$ cat src/rtl/psq_pkg.sv
`timescale 1ns / 1ps
// ----------------------------------------------------------------------------
// psq_pkg: shared types for the sorted priority stack
// Command and status codes, and the control word broadcast to every cell.
// ----------------------------------------------------------------------------
package psq_pkg;

    // operation codes on cmd; the unused code acts as a query
    typedef enum logic [1:0] {
        CMD_QUERY = 2'd0,
        CMD_PUSH  = 2'd1,
        CMD_POP   = 2'd2
    } cmd_t;

    // result status codes
    typedef enum logic [1:0] {
        STAT_OK    = 2'd0,
        STAT_FULL  = 2'd1,
        STAT_EMPTY = 2'd2
    } status_t;

    // per-cycle control shared by all cells
    typedef struct packed {
        logic push;   // insert new entry, shift lower entries down
        logic pop;    // drop top entry, shift all entries up
    } cell_ctrl_t;

endpackage

$ cat src/rtl/psq_cell.sv
`timescale 1ns / 1ps
// ----------------------------------------------------------------------------
// psq_cell: one slot of the sorted priority stack
// Holds one entry, compares it against the pushed priority and takes its
// data from itself, its upper or lower neighbour, or the new entry.
// ----------------------------------------------------------------------------
module psq_cell #(
    parameter int VALUE_WIDTH = 32,
    parameter int PRIO_WIDTH  = 16
) (
    input  logic                   clk,
    input  psq_pkg::cell_ctrl_t    ctrl,
    input  logic                   occupied,
    input  logic [VALUE_WIDTH-1:0] new_value,
    input  logic [PRIO_WIDTH-1:0]  new_priority,
    input  logic                   up_keep,
    input  logic [VALUE_WIDTH-1:0] up_value,
    input  logic [PRIO_WIDTH-1:0]  up_priority,
    input  logic [VALUE_WIDTH-1:0] down_value,
    input  logic [PRIO_WIDTH-1:0]  down_priority,
    output logic                   keep,
    output logic [VALUE_WIDTH-1:0] value,
    output logic [PRIO_WIDTH-1:0]  priority_q
);
    import psq_pkg::*;

    logic [VALUE_WIDTH-1:0] value_reg, value_next;
    logic [PRIO_WIDTH-1:0]  prio_reg, prio_next;

    // entry stays put on a push when it outranks the new one
    assign keep = occupied && (prio_reg > new_priority);

    // next entry: hold, insert, shift down on push, shift up on pop
    always_comb
    begin
        value_next = value_reg;
        prio_next  = prio_reg;
        if (ctrl.push && !keep)
        begin
            if (up_keep)
            begin
                value_next = new_value;
                prio_next  = new_priority;
            end
            else
            begin
                value_next = up_value;
                prio_next  = up_priority;
            end
        end
        else if (ctrl.pop)
        begin
            value_next = down_value;
            prio_next  = down_priority;
        end
    end

    // payload only, no reset needed
    always_ff @(posedge clk)
    begin
        value_reg <= value_next;
        prio_reg  <= prio_next;
    end

    assign value      = value_reg;
    assign priority_q = prio_reg;

endmodule

$ cat src/rtl/priority_stack_sorted_insert.sv
`timescale 1ns / 1ps
// ----------------------------------------------------------------------------
// priority_stack_sorted_insert: bounded priority stack, sorted on insert
// A row of DEPTH cells keeps entries sorted, highest priority at cell 0;
// ties leave last-in first-out. Push, pop or query one beat per cycle.
//
//   channel  | handshake            | payload
//   ---------+----------------------+-----------------------------------------
//   command  | start / busy         | cmd, push_value, push_priority
//   result   | done (1-cycle pulse) | top_value, top_priority, entry_count,
//            |                      | is_empty, status
//
// A command beat is taken at any edge with start high; busy stays low.
// Every cell compares and shifts in the same cycle, so the result of each beat
// shows in the cycle after, for exactly one cycle.
// Reset empties the stack at once; the cells hold no reset value.
// The receiver cannot stall the result.
// ----------------------------------------------------------------------------
module priority_stack_sorted_insert #(
    parameter int DEPTH       = 16,
    parameter int VALUE_WIDTH = 32,
    parameter int PRIO_WIDTH  = 16,
    parameter int CNT_W       = $clog2(DEPTH + 1)
) (
    input  logic                   clk,
    input  logic                   rst_n,
    input  logic                   start,
    output logic                   busy,
    input  logic [1:0]             cmd,
    input  logic [VALUE_WIDTH-1:0] push_value,
    input  logic [PRIO_WIDTH-1:0]  push_priority,
    output logic                   done,
    output logic [VALUE_WIDTH-1:0] top_value,
    output logic [PRIO_WIDTH-1:0]  top_priority,
    output logic [CNT_W-1:0]       entry_count,
    output logic                   is_empty,
    output logic [1:0]             status
);
    import psq_pkg::*;

    localparam logic [CNT_W-1:0] FULL_CNT = CNT_W'(DEPTH);

    logic [CNT_W-1:0] count_reg, count_next;
    logic             done_reg;
    status_t          status_reg, status_next;
    cell_ctrl_t       ctrl;

    logic [DEPTH-1:0]       keep;
    logic [VALUE_WIDTH-1:0] cell_value [DEPTH];
    logic [PRIO_WIDTH-1:0]  cell_prio  [DEPTH];

    // command decode and occupancy update
    always_comb
    begin
        ctrl        = '0;
        count_next  = count_reg;
        status_next = STAT_OK;
        if (start)
        begin
            unique case (cmd)
                CMD_PUSH:
                begin
                    if (count_reg == FULL_CNT)
                        status_next = STAT_FULL;
                    else
                    begin
                        ctrl.push  = 1'b1;
                        count_next = count_reg + CNT_W'(1);
                    end
                end
                CMD_POP:
                begin
                    if (count_reg == '0)
                        status_next = STAT_EMPTY;
                    else
                    begin
                        ctrl.pop   = 1'b1;
                        count_next = count_reg - CNT_W'(1);
                    end
                end
                default:
                begin
                    status_next = STAT_OK;
                end
            endcase
        end
    end

    // row of cells, cell 0 is the top
    for (genvar i = 0; i < DEPTH; i++)
    begin : g_cell
        logic                   up_keep;
        logic [VALUE_WIDTH-1:0] up_value, down_value;
        logic [PRIO_WIDTH-1:0]  up_prio, down_prio;

        if (i == 0)
        begin : g_top
            assign up_keep  = 1'b1;
            assign up_value = push_value;
            assign up_prio  = push_priority;
        end
        else
        begin : g_mid
            assign up_keep  = keep[i-1];
            assign up_value = cell_value[i-1];
            assign up_prio  = cell_prio[i-1];
        end

        if (i == DEPTH - 1)
        begin : g_bot
            assign down_value = cell_value[i];
            assign down_prio  = cell_prio[i];
        end
        else
        begin : g_low
            assign down_value = cell_value[i+1];
            assign down_prio  = cell_prio[i+1];
        end

        psq_cell #(
            .VALUE_WIDTH (VALUE_WIDTH),
            .PRIO_WIDTH  (PRIO_WIDTH)
        ) u_cell (
            .clk           (clk),
            .ctrl          (ctrl),
            .occupied      (CNT_W'(i) < count_reg),
            .new_value     (push_value),
            .new_priority  (push_priority),
            .up_keep       (up_keep),
            .up_value      (up_value),
            .up_priority   (up_prio),
            .down_value    (down_value),
            .down_priority (down_prio),
            .keep          (keep[i]),
            .value         (cell_value[i]),
            .priority_q    (cell_prio[i])
        );
    end

    // control state
    always_ff @(posedge clk or negedge rst_n)
    begin
        if (!rst_n)
        begin
            count_reg <= '0;
            done_reg  <= 1'b0;
        end
        else
        begin
            count_reg <= count_next;
            done_reg  <= start;
        end
    end

    // status of the last beat
    always_ff @(posedge clk)
    begin
        status_reg <= status_next;
    end

    // result read straight from the top cell after the update
    assign busy         = 1'b0;
    assign done         = done_reg;
    assign is_empty     = (count_reg == '0);
    assign top_value    = is_empty ? '0 : cell_value[0];
    assign top_priority = is_empty ? '0 : cell_prio[0];
    assign entry_count  = count_reg;
    assign status       = status_reg;

endmodule

$ cat config.mk
export PLATFORM = sky130hd
export DESIGN_NAME = priority_stack_sorted_insert
export DESIGN_NICKNAME = d
export VERILOG_FILES = /design/src/rtl/psq_pkg.sv /design/src/rtl/psq_cell.sv /design/src/rtl/priority_stack_sorted_insert.sv
export SDC_FILE = /design/constraint.sdc
export NUM_CORES = 2
export LEC_CHECK = 0
export BUFFER_PORTS_ARGS = -buffer_cell sky130_fd_sc_hd__buf_2
export CORE_ASPECT_RATIO = 1.25
export CORE_MARGIN = 2
export CORE_UTILIZATION = 64
export CTS_BUF_LIST = sky130_fd_sc_hd__clkbuf_2 sky130_fd_sc_hd__clkbuf_4 sky130_fd_sc_hd__clkbuf_8
export CTS_CLUSTER_SIZE = 16
export DETAILED_ROUTE_END_ITERATION = 10
export GPL_TIMING_DRIVEN = 0
export PLACE_DENSITY = 0.81
export SLEW_MARGIN = 20
export SYNTH_ARGS = -nofsm -noshare
export SYNTH_HDL_FRONTEND = slang
export SYNTH_HIERARCHICAL = 1
export SYNTH_SLANG_ARGS = --single-unit
$ cat constraint.sdc
create_clock -name clk -period 4.4 [get_ports clk]
set_input_delay 0.44 -clock clk [delete_from_list [all_inputs] [get_ports clk]]
set_output_delay 0.44 -clock clk [all_outputs]
set_load 0.01 [all_outputs]
==> metrics <==
status completed; fin. max-slew vios 0; die area 85400 µm²; buffers added on ports 109; Root Buffer clkbuf_8; Fillers 5761; multi-input logic area 26000 µm²; syn avg cell area 11.9 µm²; 1st-iter DRT viols 5278; maxcap violations 0; antenna violations before repair 1; first-pass GRT wire length 229000 µm; critical path type flop to flop; maximum fanout along the worst path 10; DRT Wirelength 151000 µm; via/cell ratio 7.09; DRC 0; die width 262 µm; critical path cell sequence ha_1, nor2b_1, o211ai_1, a2111oi_4, nor4_1, nor3_1, clkbuf_1, clkbuf_1, mux2_2, mux2_2; H-tree levels 4; Max-slew headroom 0.357; dpl hpwl 112000 µm; area of the mapped netlist 53200 µm²; total iterations of the first detailed-routing run 8; gr usage total 0.343; number of cell rows 118; CTS tree built; CP Launch Point g_cell[8].u_cell/priority_q[1]$_DFFE_PP_; PD cells 468 nW/µm²; ANT nets after route 0; vias in the first global route 41900; WL per Instance 25.7 µm; clock buffer depth 3; Place WS -463 ps; r2r worst-path depth 10; unrepaired setup endpoints after global routing false; Tightest Hold Check Type input pin to flop; Vias 41700; GPL Wtd Cong 0.933; final setup violation count 0; Critical Path Sink g_cell[9].u_cell/value[17]$_DFFE_PP_; Crit path arrival time 4730 ps; nets 5019; share of cells above drive strength 1 0.240; Worst setup SP type flop; R2R setup slack 230 ps; start of the worst register-to-register path g_cell[8].u_cell/priority_q[1]$_DFFE_PP_; clk slew on worst S/H paths 60 ps; Period minus WS final 4170 ps; area grow syn2layout 8.87%; YS warnings 6; Ports 111; max FFs per register 512; total gr overflow 0; synthesized net count 4763; Register Area 23300 µm²; largest net degree at the start of global routing 49; Final WS setup 231 ps; Die H 326 µm; core area 82500 µm²; Worst Setup End Kind flop; Setup Skew 42.0 ps; worst path required time 4960 ps; worst hold margin 92.0 ps; Final period util 0.948; slowest cell on the critical path clkbuf_1; CTS Buf Count 130; Mapped Cells 4448; Least-Margin Pin Slew 961 ps; leak pwr 21.1 nW; initial core utilization 0.644; fmax 0.240 GHz; peak supply drop 481 µV; slowest stage delay, CP 580 ps; clock latency on the worst-skew pair 820 ps; clk sinks 776; reg2reg end g_cell[9].u_cell/value[17]$_DFFE_PP_; Fin. Hold Viols 0
-- how the worst min path moves through the flow --
stage          depth (start not counted)                    endpoint  startpoint
2_1_floorplan                          0              done$_DFF_PN0_       rst_n
5_1_grt                                3        status[1]$_SDFF_PN0_      cmd[1]
3_3_place_gp                           1  entry_count[0]$_DFFE_PN0P_       rst_n
4_1_cts                                3        status[1]$_SDFF_PN0_      cmd[1]
3_5_place_dp                           1  entry_count[0]$_DFFE_PN0P_       rst_n
6_report                               3        status[1]$_SDFF_PN0_      cmd[1]
-- critical path, delay by kind of cell, from the launching register on --
| family | cells | cell delay (ps) |
|---|---|---|
| adders and majority gates | 1 | 320 |
| and+or+nand+nor | 3 | 780 |
| buffers and inverters | 2 | 1110 |
| muxes | 2 | 670 |
| DFF | 1 | 420 |
| AOI/OAI and AO/OA | 2 | 600 |
-- where the power goes --
| part | switching [W] | leakage, nW | total (W) | internal (W) |
|---|---|---|---|---|
| Sequential | 0.000762 | 7.21 | 0.0105 | 0.00970 |
| Clock | 0.00306 | 1.32 | 0.00652 | 0.00346 |
| Combinational | 0.00576 | 12.5 | 0.0101 | 0.00435 |
-- per-layer routing --
| layer | GRT usage | wire length [µm] | up-vias | part of all wire |
|---|---|---|---|---|
| li1 | - | - | 18600 | - |
| met1 | 0.453 | 60500 | 20400 | 0.40 |
| met2 | 0.562 | 72900 | 2187 | 0.48 |
| met3 | 0.0569 | 11500 | 468 | 0.077 |
| met4 | 0.135 | 5760 | 0 | 0.038 |
| met5 | 0 | 0 | - | 0 |
-- metrics by stage --
stage                     std cells   util  setup TNS (ps)  power (W)  area, µm²
final                          5874  0.701               0     0.0271      57900
after global routing           5874  0.701               0     0.0282      57900
after CTS                      5873  0.701               0     0.0269      57900
after detailed placement       5649  0.670          -57810     0.0204      55300
after global placement         5637  0.667         -917570     0.0200      55000
after floorplan                4448      -               0     0.0177      53200
-- final cells by class --
| class | instances | share of cell area |
|---|---|---|
| Inverter | 293 | 0.0190 |
| Timing Repair Buffer | 124 | 0.0140 |
| Clock inverter | 47 | 0.00538 |
| Multi-Input combinational cell | 2910 | 0.449 |
| Clock buffer | 174 | 0.0380 |
| Sequential cell | 776 | 0.402 |
| Buffer | 469 | 0.0496 |
| Tap cell | 1080 | 0.0234 |
| Antenna cell | 1 | 0.0000432 |
-- layout by cell type, fill, tap and decap left out, types with 143 or more instances in the layout --
master	count
a31oi_1	529
mux2_2	435
ha_1	262
a311oi_1	528
buf_2	224
inv_1	282
mux2i_1	529
edfxtp_1	768
clkbuf_8	143
clkbuf_1	169
-- what timing repair did --
item	in CTS	in global routing
endpoints found under the hold margin	10	0
setup endpoints to repair	178	9
hold buffers	3	0
gates resized for setup	5	3
setup buffers	0	0
No activity file was read; power rests on OpenSTA's default activity.
